===== config.mk =====
export PLATFORM = sky130hd
export DESIGN_NAME = ogg_page_deframer
export DESIGN_NICKNAME = d
export VERILOG_FILES = /design/src/rtl/opd_pkg.sv /design/src/rtl/opd_in_reg.sv /design/src/rtl/opd_step.sv /design/src/rtl/opd_out_reg.sv /design/src/rtl/ogg_page_deframer.sv
export SDC_FILE = /design/constraint.sdc
export NUM_CORES = 1
export LEC_CHECK = 0
export BUFFER_PORTS_ARGS = -buffer_cell sky130_fd_sc_hd__buf_2
export CORE_MARGIN = 4
export CORE_UTILIZATION = 40
export CTS_CLUSTER_DIAMETER = 80
export CTS_CLUSTER_SIZE = 28
export DETAILED_ROUTE_END_ITERATION = 7
export HOLD_SLACK_MARGIN = 0.06
export MAX_ROUTING_LAYER = met4
export PLACE_DENSITY_LB_ADDON = 0.1
export SKIP_LAST_GASP = 1
export SLEW_MARGIN = 20
export SYNTH_ARGS = -nofsm -noshare
export SYNTH_HDL_FRONTEND = slang
export SYNTH_SLANG_ARGS = --single-unit

===== constraint.sdc =====
create_clock -name clk -period 13.5 [get_ports clk]
set_input_delay 2.7 -clock clk [delete_from_list [all_inputs] [get_ports clk]]
set_output_delay 2.7 -clock clk [all_outputs]
set_load 0.02 [all_outputs]

===== src/rtl/opd_pkg.sv =====
// Shared types, codes and the byte-wide CRC-32 step for the Ogg page deframer.
// Used by every module of the deframer; depends on nothing else.
`default_nettype none

package opd_pkg;

  localparam logic [31:0] CRC_POLY = 32'h04C1_1DB7;

  // Byte offsets inside the fixed 27-byte page header.
  localparam logic [15:0] POS_FLAGS       = 16'd5;
  localparam logic [15:0] POS_VERSION     = 16'd4;
  localparam logic [15:0] POS_CAPTURE_END = 16'd4;
  localparam logic [15:0] POS_GRANULE_END = 16'd14;
  localparam logic [15:0] POS_SERIAL_END  = 16'd18;
  localparam logic [15:0] POS_SEQ_END     = 16'd22;
  localparam logic [15:0] POS_CRC_FIRST   = 16'd22;
  localparam logic [15:0] POS_CRC_END     = 16'd26;
  localparam logic [16:0] POS_HEADER_LAST = 17'd26;

  localparam logic [7:0] CAPTURE [4] = '{8'h4F, 8'h67, 8'h67, 8'h53};

  typedef enum logic [1:0] {
    PH_HEADER = 2'd0,
    PH_LACES  = 2'd1,
    PH_BODY   = 2'd2
  } phase_t;

  typedef enum logic [1:0] {
    KIND_BODY  = 2'd0,
    KIND_PAGE  = 2'd1,
    KIND_ERROR = 2'd2,
    KIND_END   = 2'd3
  } kind_t;

  typedef enum logic [2:0] {
    ST_OK        = 3'd0,
    ST_CAPTURE   = 3'd1,
    ST_VERSION   = 3'd2,
    ST_FLAGS     = 3'd3,
    ST_CHECKSUM  = 3'd4,
    ST_TRUNCATED = 3'd5
  } status_t;

  typedef struct packed {
    logic       action;
    logic [7:0] data_byte;
  } item_t;

  typedef struct packed {
    kind_t       kind;
    logic [7:0]  body_byte;
    logic [63:0] page_granule;
    logic [31:0] page_serial;
    logic [31:0] page_sequence;
    logic [2:0]  header_flags;
    logic [7:0]  segment_count;
    logic [15:0] body_length;
    status_t     status;
  } result_t;

  // One byte of CRC-32, MSB first, no reflection.
  function automatic logic [31:0] crc_byte(input logic [31:0] crc, input logic [7:0] b);
    logic [31:0] c;
    c = crc ^ {b, 24'h0};
    for (int i = 0; i < 8; i++) begin
      c = c[31] ? ((c << 1) ^ CRC_POLY) : (c << 1);
    end
    return c;
  endfunction

endpackage

`default_nettype wire


===== src/rtl/opd_in_reg.sv =====
// Input register of the Ogg page deframer: holds one request until the step logic takes it.
// Depends on opd_pkg for the item type.
`default_nettype none

module opd_in_reg (
  input  wire logic          clk,
  input  wire logic          rst,
  input  wire logic          item_valid,
  output logic               item_stall,
  input  wire opd_pkg::item_t item_in,
  input  wire logic          advance,
  output logic               held_valid,
  output opd_pkg::item_t     held_item
);
  import opd_pkg::*;

  assign item_stall = held_valid && !advance;

  always_ff @(posedge clk) begin
    if (rst) begin
      held_valid <= 1'b0;
    end else if (!item_stall) begin
      held_valid <= item_valid;
    end
  end

  always_ff @(posedge clk) begin
    if (!item_stall) begin
      held_item <= item_in;
    end
  end

endmodule

`default_nettype wire


===== src/rtl/opd_step.sv =====
// Page parsing state and the combinational step logic of the Ogg page deframer.
// Depends on opd_pkg for codes, types and the CRC byte update.
`default_nettype none

module opd_step (
  input  wire logic           clk,
  input  wire logic           rst,
  input  wire logic           fire,
  input  wire opd_pkg::item_t item,
  output logic                res_valid,
  output opd_pkg::result_t    res
);
  import opd_pkg::*;

  phase_t      phase, phase_next;
  logic [15:0] byte_position, byte_position_next;
  logic [7:0]  laces_expected, laces_expected_next;
  logic [15:0] body_total, body_total_next;
  logic [31:0] running_crc, running_crc_next;
  logic [31:0] stored_checksum, stored_checksum_next;
  logic [63:0] granule_reg, granule_reg_next;
  logic [31:0] serial_reg, serial_reg_next;
  logic [31:0] sequence_reg, sequence_reg_next;
  logic [2:0]  flags_reg, flags_reg_next;
  status_t     sticky_error, sticky_error_next;
  status_t     header_fault, header_fault_next;

  always_ff @(posedge clk) begin
    if (rst) begin
      phase           <= PH_HEADER;
      byte_position   <= '0;
      laces_expected  <= '0;
      body_total      <= '0;
      running_crc     <= '0;
      stored_checksum <= '0;
      granule_reg     <= '0;
      serial_reg      <= '0;
      sequence_reg    <= '0;
      flags_reg       <= '0;
      sticky_error    <= ST_OK;
      header_fault    <= ST_OK;
    end else if (fire) begin
      phase           <= phase_next;
      byte_position   <= byte_position_next;
      laces_expected  <= laces_expected_next;
      body_total      <= body_total_next;
      running_crc     <= running_crc_next;
      stored_checksum <= stored_checksum_next;
      granule_reg     <= granule_reg_next;
      serial_reg      <= serial_reg_next;
      sequence_reg    <= sequence_reg_next;
      flags_reg       <= flags_reg_next;
      sticky_error    <= sticky_error_next;
      header_fault    <= header_fault_next;
    end
  end

  always_comb begin
    logic [7:0]  b;
    logic [15:0] pos;
    logic        do_finish;
    logic [7:0]  finish_byte;
    status_t     hf;

    b           = item.data_byte;
    pos         = byte_position;
    do_finish   = 1'b0;
    finish_byte = '0;
    hf          = header_fault;

    phase_next           = phase;
    byte_position_next   = byte_position;
    laces_expected_next  = laces_expected;
    body_total_next      = body_total;
    running_crc_next     = running_crc;
    stored_checksum_next = stored_checksum;
    granule_reg_next     = granule_reg;
    serial_reg_next      = serial_reg;
    sequence_reg_next    = sequence_reg;
    flags_reg_next       = flags_reg;
    sticky_error_next    = sticky_error;
    header_fault_next    = header_fault;
    res_valid            = 1'b0;
    res                  = '0;

    if (sticky_error != ST_OK) begin
      res_valid  = 1'b1;
      res.kind   = KIND_ERROR;
      res.status = sticky_error;
    end else if (item.action) begin
      res_valid = 1'b1;
      if (pos != '0) begin
        sticky_error_next = ST_TRUNCATED;
        res.kind          = KIND_ERROR;
        res.status        = ST_TRUNCATED;
      end else begin
        res.kind = KIND_END;
      end
    end else begin
      // The four checksum bytes enter the CRC as zero.
      running_crc_next   = crc_byte(running_crc,
                                    (pos >= POS_CRC_FIRST && pos < POS_CRC_END) ? 8'h00 : b);
      byte_position_next = pos + 16'd1;

      unique case (phase)
        PH_LACES: begin
          body_total_next = body_total + {8'h00, b};
          if ({1'b0, pos} == POS_HEADER_LAST + {9'h000, laces_expected}) begin
            if (body_total_next == '0) begin
              do_finish = 1'b1;
            end else begin
              phase_next = PH_BODY;
            end
          end
        end
        PH_BODY: begin
          if ({1'b0, pos} == POS_HEADER_LAST + {9'h000, laces_expected}
                             + {1'b0, body_total}) begin
            do_finish   = 1'b1;
            finish_byte = b;
          end else begin
            res_valid     = 1'b1;
            res.kind      = KIND_BODY;
            res.body_byte = b;
          end
        end
        default: begin
          // Header phase; the unused phase code behaves the same way.
          if (pos < POS_CAPTURE_END) begin
            if (pos == '0) begin
              hf = ST_OK;
            end
            if (b != CAPTURE[pos[1:0]] && hf == ST_OK) begin
              hf = ST_CAPTURE;
            end
            header_fault_next = hf;
          end else if (pos == POS_VERSION) begin
            if (b != 8'h00 && hf == ST_OK) begin
              header_fault_next = ST_VERSION;
            end
          end else if (pos == POS_FLAGS) begin
            if (b[7:3] != 5'b0 && hf == ST_OK) begin
              header_fault_next = ST_FLAGS;
            end
            flags_reg_next = b[2:0];
          end else if (pos < POS_GRANULE_END) begin
            granule_reg_next = {b, granule_reg[63:8]};
          end else if (pos < POS_SERIAL_END) begin
            serial_reg_next = {b, serial_reg[31:8]};
          end else if (pos < POS_SEQ_END) begin
            sequence_reg_next = {b, sequence_reg[31:8]};
          end else if (pos < POS_CRC_END) begin
            stored_checksum_next = {b, stored_checksum[31:8]};
          end else if (header_fault != ST_OK) begin
            // Header faults wait for the lace count byte, first fault wins.
            sticky_error_next = header_fault;
            res_valid         = 1'b1;
            res.kind          = KIND_ERROR;
            res.status        = header_fault;
          end else begin
            laces_expected_next = b;
            body_total_next     = '0;
            if (b == 8'h00) begin
              do_finish = 1'b1;
            end else begin
              phase_next = PH_LACES;
            end
          end
        end
      endcase

      if (do_finish) begin
        res_valid          = 1'b1;
        res.body_byte      = finish_byte;
        res.page_granule   = granule_reg_next;
        res.page_serial    = serial_reg_next;
        res.page_sequence  = sequence_reg_next;
        res.header_flags   = flags_reg_next;
        res.segment_count  = laces_expected_next;
        res.body_length    = body_total_next;
        if (running_crc_next == stored_checksum_next) begin
          res.kind            = KIND_PAGE;
          res.status          = ST_OK;
          phase_next          = PH_HEADER;
          byte_position_next  = '0;
          laces_expected_next = '0;
          body_total_next     = '0;
          running_crc_next    = '0;
          header_fault_next   = ST_OK;
        end else begin
          res.kind          = KIND_ERROR;
          res.status        = ST_CHECKSUM;
          sticky_error_next = ST_CHECKSUM;
        end
      end
    end
  end

endmodule

`default_nettype wire


===== src/rtl/opd_out_reg.sv =====
// Result register of the Ogg page deframer: holds one result until the receiver takes it.
// Depends on opd_pkg for the result type.
`default_nettype none

module opd_out_reg (
  input  wire logic             clk,
  input  wire logic             rst,
  input  wire logic             load,
  input  wire opd_pkg::result_t res_in,
  output logic                  result_valid,
  input  wire logic             result_stall,
  output opd_pkg::result_t      res_out,
  output logic                  can_load
);
  import opd_pkg::*;

  assign can_load = !result_valid || !result_stall;

  always_ff @(posedge clk) begin
    if (rst) begin
      result_valid <= 1'b0;
    end else if (can_load) begin
      result_valid <= load;
    end
  end

  always_ff @(posedge clk) begin
    if (can_load && load) begin
      res_out <= res_in;
    end
  end

endmodule

`default_nettype wire


===== src/rtl/ogg_page_deframer.sv =====
// Ogg page deframer: header checks, lace sum, CRC-32 page check and body forwarding.
// Top level; instantiates opd_in_reg, opd_step and opd_out_reg, uses opd_pkg.
//
// Use: the item channel (item_valid, item_stall, action, data_byte) carries one stream
// byte, or an end-of-stream check when action is 1. The result channel (result_valid,
// result_stall and the result fields) carries forwarded body bytes, one verdict per
// page, error reports and the clean end-of-stream answer. Header and lace bytes other
// than a page's last give no result. A request is taken at an edge where valid is high
// and stall is low. Throughput is one byte per cycle while result_stall is low: the
// CRC byte update, header field capture and the end-of-page compares all sit in one
// combinational step between the input register and the result register. When
// result_stall holds a waiting result, the step stops; one further request is held in
// the input register, and then item_stall rises. Reset clears the parse state and the
// sticky error and empties both registers. Once an error is reported, every later
// request answers with that error until reset. Body bytes go out before the page
// checksum is known, so the consumer drops any page that ends in an error.
`default_nettype none

module ogg_page_deframer (
  input  wire logic        clk,
  input  wire logic        rst,
  input  wire logic        item_valid,
  output logic             item_stall,
  input  wire logic        action,
  input  wire logic [7:0]  data_byte,
  output logic             result_valid,
  input  wire logic        result_stall,
  output logic [1:0]       kind,
  output logic [7:0]       body_byte,
  output logic [63:0]      page_granule,
  output logic [31:0]      page_serial,
  output logic [31:0]      page_sequence,
  output logic [2:0]       header_flags,
  output logic [7:0]       segment_count,
  output logic [15:0]      body_length,
  output logic [2:0]       status
);
  import opd_pkg::*;

  item_t   item_in;
  item_t   held_item;
  logic    held_valid;
  logic    can_load;
  logic    fire;
  logic    step_valid;
  result_t step_res;
  result_t res_out;

  assign item_in.action    = action;
  assign item_in.data_byte = data_byte;
  assign fire              = held_valid && can_load;

  opd_in_reg u_in_reg (
    .clk        (clk),
    .rst        (rst),
    .item_valid (item_valid),
    .item_stall (item_stall),
    .item_in    (item_in),
    .advance    (can_load),
    .held_valid (held_valid),
    .held_item  (held_item)
  );

  opd_step u_step (
    .clk       (clk),
    .rst       (rst),
    .fire      (fire),
    .item      (held_item),
    .res_valid (step_valid),
    .res       (step_res)
  );

  opd_out_reg u_out_reg (
    .clk          (clk),
    .rst          (rst),
    .load         (fire && step_valid),
    .res_in       (step_res),
    .result_valid (result_valid),
    .result_stall (result_stall),
    .res_out      (res_out),
    .can_load     (can_load)
  );

  assign kind          = res_out.kind;
  assign body_byte     = res_out.body_byte;
  assign page_granule  = res_out.page_granule;
  assign page_serial   = res_out.page_serial;
  assign page_sequence = res_out.page_sequence;
  assign header_flags  = res_out.header_flags;
  assign segment_count = res_out.segment_count;
  assign body_length   = res_out.body_length;
  assign status        = res_out.status;

endmodule

`default_nettype wire

==> parameters.txt, run 1 <==
Parameter                              Value

Clock network
  Number of buffers added by the clock tree synthesis step ... 30
  Hold buffers post-CTS ... 0
  Buffers inserted by post-CTS timing repair ... 0
  Insertion delay of the later-clocked pin in the worst-skew pair ... 0.61 ns
  TritonCTS clock tree ... built
  H-tree levels ... 1
  Clock root cell ... sky130_fd_sc_hd__clkbuf_16
  Longest Clk Path Bufs ... 3
  Clock-pin slew of the registers on the worst-case setup and hold paths ... 0.10 ns
  Total number of clock tree sinks ... 422
  Post-CTS Resized ... 0

Worst setup path
  WP depth ... 4
  Maximum fanout along the worst path ... 10
  Category of cells accounting for the largest share of critical-path delay ... buffers and inverters
  Data arrival time of the worst path ... 3.53 ns
  Depth of the worst register-to-register path ... 13
  Most prevalent standard cell on the critical path ... sky130_fd_sc_hd__buf_2
  Library cell contributing the largest single delay on the critical path ... sky130_fd_sc_hd__nand3_1
  Nature of the critical path startpoint ... input pin
  Max stage delay on crit path ... 0.36 ns
  Worst R2R Start ... u_step.laces_expected[1]
  Reg2reg end ... u_out_reg.res_out[9]
  Type of destination of the critical path ... primary output
  Crit path cell chain ... buf_2, nand3_1, inv_1, buf_2
  Data required time at the worst endpoint ... 10.80 ns
  Sum of buffers and inverters on the critical path ... 3
  Register-to-register setup slack ... 7.79 ns
  First element of the critical path ... result_stall
  Critical path type ... in2out

Global route
  Maximum number of pins on one net before global-route repair ... 92
  Total gr overflow ... 0
  Initial antenna violation count ... 0
  Wire length of the first global-routing pass ... 93.8 mm
  Vias in the first global route ... 16,000
  Tot GR Track Use ... 21.1%

Worst hold path
  Worst hold path stage count ... 2
  End point of the most critical hold path ... u_step.granule_reg[7]
  Hold Crit Start ... u_step.granule_reg[7]
  Worst min-delay path category ... reg2reg

Timing
  Count of pins over their slew limit ... 0
  Number of hold violations in the final report ... 0
  Sum of negative setup slack ... 0 ns
  Fraction of the cycle the final worst path needs ... 46.1%
  Timing-limited maximum frequency ... 0.161 GHz
  Setup repair after global routing missed its margin ... no
  Fin Clk Skew ... 0.0227 ns
  Actual slew at the worst max-slew pin ... 1.06 ns
  Slew HR ... 28.3%
  Shortest clock period the worst path allows after layout ... 6.23 ns
  Final Setup Violations ... 0

Place
  GP Congestion ... 0.932
  Post-place instance area ... 22,600 um^2
  HPWL after detailed placement ... 40.0 mm
  Number of input and output port buffers inserted ... 182

Floorplan
  Io pins ... 183
  Die boundary width ... 238 um
  Overall die area ... 56,600 um^2
  Y dimension of the die ... 238 um
  Row count ... 84
  Core region area ... 52,400 um^2
  Initial core utilization ... 40.3%

Routing
  Vias after detailed routing ... 17,500
  TritonRoute pass-1 iters ... 5
  Wire length per cell after detailed routing ... 19.4 um
  Count of routing violations after the opening detailed-route iteration ... 1,477
  Number of DRC violations after detailed routing ... 0
  Via-per-instance ratio ... 5.51
  Antenna viol nets, final ... 0
  Detailed Route WL ... 61.6 mm

Synth
  Post-synthesis instance area ... 21,200 um^2
  Primary FF master, synth ... sky130_fd_sc_hd__dfxtp_1
  Biggest area contributors in the synthesized netlist ... sky130_fd_sc_hd__edfxtp_1, sky130_fd_sc_hd__dfxtp_1, sky130_fd_sc_hd__nand2_1
  FFs w/ async S/R, synth ... 0%
  Share of the synthesized area in the top cell type ... 25.1%
  Cell variety after synth ... 79
  Number of instances in the synthesized netlist ... 2,378
  Post-synth net total ... 2,418
  Most common cell in the synthesized netlist ... sky130_fd_sc_hd__nand2_1
  Mean Syn Cell Area ... 8.90 um^2
  Library cell with the largest summed area after synthesis ... sky130_fd_sc_hd__edfxtp_1
  Synth warnings ... 0
  Sequential element share of the synthesized area ... 48.3%
  Leading cell types by count after synthesis ... sky130_fd_sc_hd__nand2_1, sky130_fd_sc_hd__a21oi_1, sky130_fd_sc_hd__dfxtp_1
  Register bit count reported by yosys ... 422
  Number of flops mapped to enable cells by yosys ... 177

Layout
  Diodes inserted ... 0
  Layout net count ... 2,500
  Area of all placed cells without fillers ... 23,800 um^2
  Number of flip-flops under the largest register name ... 168
  Share of cells above drive strength 1 ... 12.8%
  Synth-to-Final Area Change ... 12.5%
  Layout Utilization ... 45.4%

Run status
  Outcome ... finished, final reports clean

Pwr
  Total power after layout ... 2740 uW
  Areal power density over the cells ... 115 nW/um^2
  Static Leak ... 0.00840 uW
  Maximum resistive drop on vdd ... 0.109 mV

Flow run
  Maxcap violations ... 0
worst reg2reg max path, stage by stage (launching register included):
cell	delay, ns
sky130_fd_sc_hd__dfxtp_1	0.42
sky130_fd_sc_hd__ha_1	0.32
sky130_fd_sc_hd__o311ai_0	0.39
sky130_fd_sc_hd__xnor2_1	0.19
sky130_fd_sc_hd__ha_1	0.45
sky130_fd_sc_hd__nand4_1	0.18
sky130_fd_sc_hd__a211oi_1	0.43
sky130_fd_sc_hd__o31ai_1	0.21
sky130_fd_sc_hd__and3b_1	0.22
sky130_fd_sc_hd__o2111a_1	0.26
sky130_fd_sc_hd__a41oi_1	0.52
sky130_fd_sc_hd__nand2b_4	0.83
sky130_fd_sc_hd__buf_4	0.85
sky130_fd_sc_hd__nor3_1	0.16
per-stage QoR:
stage / setup WS [ns] / std cells / hold WS, ns
floorplan: 1.36 / 2378 / 0.427
global placement: 7.24 / 3115 / 0.439
detailed placement: 7.22 / 3115 / 0.444
CTS: 7.22 / 3171 / 0.458
global route: 7.14 / 3172 / 0.473
finish: 7.27 / 3172 / 0.457
cell families after synthesis:
family	Yosys count	share of synthesized area (%)
adder cells (fa/ha/maj)	27	1.67
AND/OR/NAND/NOR	960	19.6
flip-flops	422	48.3
multiplexers	54	2.56
buffers and inverters	195	3.69
AO/OA/AOI/OAI	539	15.6
XOR/XNOR	181	8.56
placed cells by master (no fill, tap or decap), drive strengths merged, types with 12 or more instances in the layout:
cell type,instances
a211oi,19
a21oi,312
a22o,30
a32o,14
and2,19
and3,28
buf,224
clkbuf,33
dfxtp,245
edfxtp,177
ha,25
inv,37
mux2i,53
nand2,620
nand3,40
nand4,16
nor2,130
nor3,29
o21ai,43
o31ai,15
or3,12
xnor2,105
xor2,60
worst max-delay path by stage:
| stage | to | slack (ns) |
|---|---|---|
| 2_1_floorplan | u_out_reg.res_out[0] | 1.36 |
| 3_3_place_gp | item_stall | 7.24 |
| 3_5_place_dp | item_stall | 7.22 |
| 4_1_cts | item_stall | 7.22 |
| 5_1_grt | item_stall | 7.14 |
| 6_report | item_stall | 7.27 |
layer usage:
layer	wire, um	vias to the layer above	global-route usage [%]	share of wire (%)
met2	28100	508	32.5	46
met3	3790	106	2.57	6.2
met4	1690	0	5.63	2.7
met5	0	-	-	0
li1	-	8440	-	-
met1	28000	8414	29.8	45
layout make-up:
class                           instances  area, um^2
Sequential cell                       422       10200
Tap cell                              688         861
Clock buffer                           33         805
Fill cell                            5098       28600
Timing Repair Buffer                  224        1230
Multi-Input combinational cell       1761       10200
Inverter                               21        78.8
Clock inverter                         23         370
power breakdown:
group          switching, uW  leakage [uW]  total, uW  internal, uW
Clock                    554      0.000571       1070           516
Combinational            187       0.00398        309           123
Sequential              14.8       0.00385       1360          1340
Total                    755       0.00840       2740          1980
Power figures use the tool's default switching activity.
==> run 2: changes to the inputs <==
- clock period: 13.5 -> 6.4 ns (I/O delays scaled with it)
==> run 2 against run 1 <==
Core utilization about the same. Combinational power up 110%. Clock skew up 0.00084 ns. Critical path depth up 10. Global-route usage up 0.80 points. Non-clock buffer count up 15. Final cell count up 0.32%. Sequential share of layout area about the same. First-iteration DRC count down 5.8%. Register-to-register slack worse by 6.6 ns. Hold slack better by 0.0012 ns. Critical endpoint is now u_out_reg.res_out[131]. Clock power up 91%.
==> parameters.txt, run 2 (synthesized netlist as in run 1, its figures left out) <==
Parameter                              Value

Timing
  Shortest clock period the worst path allows after layout ... 5.26 ns
  Count of pins over their slew limit ... 0 (unchanged)
  Fin Clk Skew ... 0.0236 ns (+0.000838 ns)
  Timing-limited maximum frequency ... 0.190 GHz
  Sum of negative setup slack ... 0 ns (unchanged)
  Setup repair after global routing missed its margin ... no
  Slew HR ... 25.0% (-3.3 points)
  Fraction of the cycle the final worst path needs ... 82.2%
  Final Setup Violations ... 0 (unchanged)
  Actual slew at the worst max-slew pin ... 1.12 ns (+0.0524 ns)
  Number of hold violations in the final report ... 0 (unchanged)

Layout
  Most common cell after layout, fill and taps aside ... sky130_fd_sc_hd__nand2_1
  Synth-to-Final Area Change ... 12.6% (about the same)
  Non-Filler Instances ... 3,182 (+0.32%)
  Layout Utilization ... 45.4% (about the same)
  Diodes inserted ... 0 (unchanged)
  Area of all placed cells without fillers ... 23,800 um^2 (about the same)
  Number of flip-flops under the largest register name ... 168 (unchanged)
  Layout net count ... 2,513 (+0.52%)
  Commonest cells after routing, fill and taps aside ... sky130_fd_sc_hd__nand2_1, sky130_fd_sc_hd__a21oi_1, sky130_fd_sc_hd__dfxtp_1
  Share of cells above drive strength 1 ... 13.1% (+0.27 points)

Pwr
  Areal power density over the cells ... 234 nW/um^2 (+100%)
  Static Leak ... 0.00838 uW (-0.21%)
  Maximum resistive drop on vdd ... 0.234 mV (+110%)

Global route
  Total gr overflow ... 0 (unchanged)
  Maximum number of pins on one net before global-route repair ... 85 (-7.6%)
  Initial antenna violation count ... 0 (unchanged)
  Tot GR Track Use ... 21.9% (+0.80 points)
  Vias in the first global route ... 16,300 (+1.7%)
  Wire length of the first global-routing pass ... 97.0 mm (+3.4%)

Floorplan
  Io pins ... 183 (unchanged)
  Row count ... 84 (unchanged)
  Core region area ... 52,400 um^2 (unchanged)
  Die boundary width ... 238 um (unchanged)
  Overall die area ... 56,600 um^2 (unchanged)
  Y dimension of the die ... 238 um (unchanged)
  Initial core utilization ... 40.3% (unchanged)

Worst setup path
  Nature of the critical path startpoint ... flop
  Sum of buffers and inverters on the critical path ... 1 (-2)
  Data required time at the worst endpoint ... 6.72 ns (-4.08 ns)
  Category of cells accounting for the largest share of critical-path delay ... compound AO/OA/AOI/OAI gates
  Data arrival time of the worst path ... 5.58 ns (+2.05 ns)
  Maximum fanout along the worst path ... 50 (+40)
  Type of destination of the critical path ... flop
  Max stage delay on crit path ... 0.58 ns (+0.22 ns)
  Library cell contributing the largest single delay on the critical path ... sky130_fd_sc_hd__o31ai_1
  Critical path type ... reg2reg
  Crit path cell chain ... ha_1, o311ai_0, xnor2_1, ha_1, a21oi_1, o22ai_1, o31ai_1, mux2i_1, o211a_1, nor2b_1, a41oi_1, nand2b_4, buf_4, a21oi_1
  Register-to-register setup slack ... 1.14 ns (-6.65 ns)

Clock network
  Insertion delay of the later-clocked pin in the worst-skew pair ... 0.61 ns (about the same)
  Hold buffers post-CTS ... 0 (unchanged)
  Clock root cell ... sky130_fd_sc_hd__clkbuf_16
  TritonCTS clock tree ... built
  Number of buffers added by the clock tree synthesis step ... 28 (-6.7%)
  Total number of clock tree sinks ... 422 (unchanged)
  Longest Clk Path Bufs ... 3 (unchanged)
  H-tree levels ... 1 (unchanged)
  Clock-pin slew of the registers on the worst-case setup and hold paths ... 0.10 ns (about the same)
  Buffers inserted by post-CTS timing repair ... 0 (unchanged)
  Post-CTS Resized ... 0 (unchanged)

Place
  Number of instances in the placed design ... 3,130 (+0.48%)
  Number of input and output port buffers inserted ... 182 (unchanged)
  HPWL after detailed placement ... 42.9 mm (+7.1%)
  GP Congestion ... 0.935 (+0.29%)
  Post-place instance area ... 22,800 um^2 (+0.73%)

Worst hold path
  Worst min-delay path category ... reg2reg

Routing
  Count of routing violations after the opening detailed-route iteration ... 1,392 (-5.8%)
  Number of DRC violations after detailed routing ... 0 (unchanged)
  TritonRoute pass-1 iters ... 6 (+1)
  Detailed Route WL ... 63.1 mm (+2.5%)
  Vias after detailed routing ... 17,500 (+0.41%)
  Antenna viol nets, final ... 0 (unchanged)
  Via-per-instance ratio ... 5.51 (about the same)
  Wire length per cell after detailed routing ... 19.8 um (+2.2%)

Flow run
  Maxcap violations ... 0 (unchanged)

Run status
  Outcome ... finished, final reports clean
==> run 2: changes by cell type in the layout (fill, tap and decap cells not counted), sizes merged <==
cell / previous run / this run
bufinv: 2 / 0
buf: 224 / 239
clkinv: 5 / 10
inv: 37 / 31
clkbuf: 33 / 31
==> run 2: power breakdown <==
group          internal, uW  switching (uW)
clock                   921            1120
combinational           268             383
sequential             2830            43.9
total                  4020            1550
==> run 2: final cells by class <==
type | count | area [um^2]
well taps | 688 | 861
repair buffers | 239 | 1420
flip-flops and latches | 422 | 10200
clock buffers | 31 | 743
inverters | 21 | 78.8
fillers | 5131 | 28600
clock inverters | 20 | 270
multi-input cells | 1761 | 10200
==> run 2: path summary, 6_finish.rpt <==
kind | start | endpoint | cells past startpoint
max | u_step.laces_expected[1] | u_out_reg.res_out[131] | 14
min | u_step.serial_reg[2] | u_step.serial_reg[2] | 2
max reg2reg | u_step.laces_expected[1] | u_out_reg.res_out[131] | 14
min reg2reg | u_step.serial_reg[2] | u_step.serial_reg[2] | 2
==> run 2: tightest hold or removal path: stages, from the launching register on <==
cell and delay, ns:
sky130_fd_sc_hd__dfxtp_1 0.32, sky130_fd_sc_hd__nand2_1 0.05, sky130_fd_sc_hd__a21oi_1 0.05
==> run 2: through the flow <==
step | hold WS [ns] | power (uW) | setup slack, ns
4_1_cts | 0.460 | 5630 | 1.11
3_3_place_gp | 0.439 | 3580 | 1.18
2_1_floorplan | 0.427 | 3400 | 0.381
6_report | 0.458 | 5570 | 1.14
5_1_grt | 0.474 | 5770 | 0.817
3_5_place_dp | 0.446 | 3580 | 1.16
==> run 2: metal layers <==
layer,wire length [um],GRT usage (%)
met1,29200,30.9
met2,28800,34.2
met3,3640,2.58
met4,1560,5.24
met5,0,-
==> run 3: changes to the inputs <==
- ABC_AREA: unset -> 1
- clock period: 6.4 -> 5.1 ns (I/O delays scaled with it)
==> run 3 against run 2 <==
Combinational power increased by 35%. Fmax increased by 11%. Non-clock buffer count shrank 25. Register-to-register slack lost 0.79 ns. Sequential cell count is the same.
==> parameters.txt, run 3 <==
Parameter                              Value

Synth
  FFs w/ async S/R, synth ... 0% (unchanged)
  Post-synthesis instance area ... 22,000 um^2 (+4.0%)
  Number of flops mapped to enable cells by yosys ... 177 (unchanged)
  Biggest area contributors in the synthesized netlist ... sky130_fd_sc_hd__edfxtp_1, sky130_fd_sc_hd__dfxtp_1, sky130_fd_sc_hd__nand2_1
  Post-synth net total ... 2,897 (+20%)
  Library cell with the largest summed area after synthesis ... sky130_fd_sc_hd__edfxtp_1
  Sequential element share of the synthesized area ... 46.4% (-1.9 points)
  Share of the synthesized area in the top cell type ... 24.2% (-0.97 points)
  Primary FF master, synth ... sky130_fd_sc_hd__dfxtp_1
  Leading cell types by count after synthesis ... sky130_fd_sc_hd__nand2_1, sky130_fd_sc_hd__inv_1, sky130_fd_sc_hd__nor2_1
  Number of instances in the synthesized netlist ... 2,857 (+20%)
  Most common cell in the synthesized netlist ... sky130_fd_sc_hd__nand2_1
  Cell variety after synth ... 50 (-37%)
  Synth warnings ... 0 (unchanged)
  Register bit count reported by yosys ... 422 (unchanged)
  Mean Syn Cell Area ... 7.70 um^2 (-13%)

Clock network
  Buffers inserted by post-CTS timing repair ... 0 (unchanged)
  Clock root cell ... sky130_fd_sc_hd__clkbuf_16
  Clock-pin slew of the registers on the worst-case setup and hold paths ... 0.09 ns (about the same)
  H-tree levels ... 1 (unchanged)
  TritonCTS clock tree ... built
  Post-CTS Resized ... 0 (unchanged)
  Hold buffers post-CTS ... 0 (unchanged)
  Longest Clk Path Bufs ... 3 (unchanged)
  Total number of clock tree sinks ... 422 (unchanged)
  Insertion delay of the later-clocked pin in the worst-skew pair ... 0.63 ns (+0.02 ns)
  Number of buffers added by the clock tree synthesis step ... 30 (+7.1%)

Pwr
  Sequential share of power ... 50.1% (-1.5 points)
  Logic pwr share ... 11.7% (about the same)
  Static Leak ... 0.0113 uW (+35%)
  Net Switching ... 2250 uW (+45%)
  Pint ... 5210 uW (+30%)
  Areal power density over the cells ... 302 nW/um^2 (+29%)
  Maximum resistive drop on vdd ... 0.341 mV (+46%)
  Part of the power in the clock network ... 38.2% (+1.5 points)
  Sw Share ... 30.2% (+2.3 points)

Worst setup path
  Critical path type ... reg2reg
  Data arrival time of the worst path ... 4.98 ns (-0.60 ns)
  Max stage delay on crit path ... 0.64 ns (+0.06 ns)
  Crit path cell chain ... ha_1, fa_1, a21oi_1, o21bai_1, nand2_1, nand2_1, nand2_1, nor2_1, nand2_1, xor2_1, nor2_1, nand2_1, nor2_1, nand4_1, nand3_1, nand2_1, o2111ai_1, nand2_1, clkinvlp_4, buf_12
  Category of cells accounting for the largest share of critical-path delay ... simple AND/OR/NAND/NOR gates
  Nature of the critical path startpoint ... flop
  Most prevalent standard cell on the critical path ... sky130_fd_sc_hd__nand2_1
  Data required time at the worst endpoint ... 5.33 ns (-1.39 ns)
  Maximum fanout along the worst path ... 168 (+240%)
  Sum of buffers and inverters on the critical path ... 2 (+1)
  Type of destination of the critical path ... flop
  Library cell contributing the largest single delay on the critical path ... sky130_fd_sc_hd__edfxtp_1

Floorplan
  Die boundary width ... 243 um (+1.9%)
  Initial core utilization ... 40.7% (+0.31 points)
  Io pins ... 183 (unchanged)
  Y dimension of the die ... 243 um (+1.9%)
  Row count ... 85 (+1.2%)
  Core region area ... 54,100 um^2 (+3.2%)
  Overall die area ... 58,800 um^2 (+3.9%)

Global route
  Total gr overflow ... 0 (unchanged)
  Most congested layer reported by global routing ... met2
  GRT met3 Usage ... 2.63% (+0.057 points)
  Wire length of the first global-routing pass ... 103 mm (+6.6%)
  Initial antenna violation count ... 0 (unchanged)
  Tot GR Track Use ... 22.5% (+0.54 points)
  Met1 Usage GRT ... 29.6% (-1.3 points)
  Vias in the first global route ... 17,900 (+9.9%)
  Maximum number of pins on one net before global-route repair ... 262 (+210%)
  GRT met2 Usage ... 37.2% (+3.0 points)

Timing
  Shortest clock period the worst path allows after layout ... 4.75 ns (-0.511 ns)
  Fin Clk Skew ... 0.0373 ns (+0.0137 ns)
  Actual slew at the worst max-slew pin ... 1.27 ns (+0.156 ns)
  Sum of negative setup slack ... 0 ns (unchanged)
  Timing-limited maximum frequency ... 0.211 GHz (+11%)
  Number of hold violations in the final report ... 0 (unchanged)
  Count of pins over their slew limit ... 0 (unchanged)
  Slew HR ... 15.2% (-9.9 points)
  Final Setup Violations ... 0 (unchanged)
  Fraction of the cycle the final worst path needs ... 93.1% (+11 points)
  Setup repair after global routing missed its margin ... no

Layout
  Most common cell after layout, fill and taps aside ... sky130_fd_sc_hd__nand2_1
  Layout Utilization ... 45.7% (+0.26 points)
  Diodes inserted ... 0 (unchanged)
  Number of flip-flops under the largest register name ... 168 (unchanged)
  Synth-to-Final Area Change ... 12.4%
  Layout net count ... 2,997 (+19%)
  Commonest cells after routing, fill and taps aside ... sky130_fd_sc_hd__nand2_1, sky130_fd_sc_hd__inv_1, sky130_fd_sc_hd__nor2_1
  Share of cells above drive strength 1 ... 11.7% (-1.3 points)

Routing
  Vias after detailed routing ... 19,000 (+8.3%)
  Antenna viol nets, final ... 0 (unchanged)
  Number of DRC violations after detailed routing ... 0 (unchanged)
  TritonRoute pass-1 iters ... 5 (-1)
  Count of routing violations after the opening detailed-route iteration ... 1,330 (-4.5%)
  Via-per-instance ratio ... 5.17 (-6.3%)
  Detailed Route WL ... 66.4 mm (+5.3%)
  Wire length per cell after detailed routing ... 18.1 um (-8.9%)

Run status
  Outcome ... finished, final reports clean

Worst hold path
  Worst min-delay path category ... reg2reg

Place
  HPWL after detailed placement ... 46.6 mm (+8.7%)
  Number of input and output port buffers inserted ... 182 (unchanged)
  GP Congestion ... 0.919 (-1.6%)

Flow run
  Maxcap violations ... 0 (unchanged)
## run 3: changes by cell type in the layout (fill, tap and decap cells not counted), moves of 22 or more
cell                       delta
sky130_fd_sc_hd__a21oi_1    -140
sky130_fd_sc_hd__a22o_1      -29
sky130_fd_sc_hd__and3_1      -28
sky130_fd_sc_hd__buf_4       -24
sky130_fd_sc_hd__inv_1      +341
sky130_fd_sc_hd__mux2i_1     +30
sky130_fd_sc_hd__nand2_1     +84
sky130_fd_sc_hd__nand2_2     +28
sky130_fd_sc_hd__nand3_1     +96
sky130_fd_sc_hd__nor2_1     +166
sky130_fd_sc_hd__o211ai_1    +98
sky130_fd_sc_hd__o21ai_0    +105
sky130_fd_sc_hd__xnor2_1     -91
sky130_fd_sc_hd__xor2_1      -22
## run 3: through the flow
| stage | hold slack, ns | cells | total power (uW) | instance area (um^2) | worst slack [ns] |
|---|---|---|---|---|---|
| 2_1_floorplan | 0.457 | 2857 | 4420 | 22100 | -0.427 |
| 3_3_place_gp | 0.469 | 3621 | 4670 | 23500 | 0.378 |
| 3_5_place_dp | 0.468 | 3621 | 4690 | 23500 | 0.439 |
| 4_1_cts | 0.481 | 3677 | 7530 | 24700 | 0.409 |
| 5_1_grt | 0.515 | 3677 | 7790 | 24700 | 0.0166 |
| 6_report | 0.481 | 3677 | 7460 | 24700 | 0.352 |
## run 3: logic make-up after synthesis
family	count (synthesis)	share of synthesized area (%)
DFF	422	46.4
buffers and inverters	521	9.35
adders and majority gates	27	1.60
and+or+nand+nor	1280	24.4
AOI/OAI and AO/OA	472	12.3
muxes	83	3.78
xor gates and xnor gates	52	2.07
## run 3: cell type report
cell class / count / area (um^2)
Clock inverter: 25 / 434
Fill cell: 5417 / 29400
Tap cell: 696 / 871
Timing Repair Buffer: 214 / 1200
Clock buffer: 31 / 776
Inverter: 375 / 1420
Multi-Input combinational cell: 1914 / 9820
Sequential cell: 422 / 10200
## run 3: per-layer routing
| metal | share of wire [%] | vias up | routed length [um] |
|---|---|---|---|
| li1 | - | 9556 | - |
| met1 | 46 | 8922 | 30600 |
| met2 | 47 | 419 | 31300 |
| met3 | 4.1 | 98 | 2740 |
| met4 | 2.6 | 0 | 1730 |
| met5 | 0 | - | 0 |
## run 3: worst paths after layout
check,startpoint,to,slack (ns),cells after the start
worst min-delay path,u_step.running_crc[7],u_step.running_crc[7],0.48,2
worst max register to register,u_in_reg.held_item[0],u_out_reg.res_out[10],0.35,20
worst max-delay path,u_in_reg.held_item[0],u_out_reg.res_out[10],0.35,20
worst min register to register,u_step.running_crc[7],u_step.running_crc[7],0.48,2
## run 3: worst reg2reg max path, cell delays in order (launching register included)
cell and delay, ns:
sky130_fd_sc_hd__edfxtp_1 0.64, sky130_fd_sc_hd__ha_1 0.30, sky130_fd_sc_hd__fa_1 0.23, sky130_fd_sc_hd__a21oi_1 0.08
sky130_fd_sc_hd__o21bai_1 0.29, sky130_fd_sc_hd__nand2_1 0.12, sky130_fd_sc_hd__nand2_1 0.08, sky130_fd_sc_hd__nand2_1 0.08
sky130_fd_sc_hd__nor2_1 0.23, sky130_fd_sc_hd__nand2_1 0.10, sky130_fd_sc_hd__xor2_1 0.17, sky130_fd_sc_hd__nor2_1 0.15
sky130_fd_sc_hd__nand2_1 0.07, sky130_fd_sc_hd__nor2_1 0.18, sky130_fd_sc_hd__nand4_1 0.13, sky130_fd_sc_hd__nand3_1 0.20
sky130_fd_sc_hd__nand2_1 0.13, sky130_fd_sc_hd__o2111ai_1 0.11, sky130_fd_sc_hd__nand2_1 0.13, sky130_fd_sc_hd__clkinvlp_4 0.10
sky130_fd_sc_hd__buf_12 0.49
## run 3: power by group through the flow
stage          logic, uW  registers, uW  clock network (uW)
2_1_floorplan        573           3850                   0
3_3_place_gp         861           3810                   0
3_5_place_dp         875           3820                   0
6_report             877           3740                2850
5_1_grt              985           3760                3040
4_1_cts              878           3740                2910
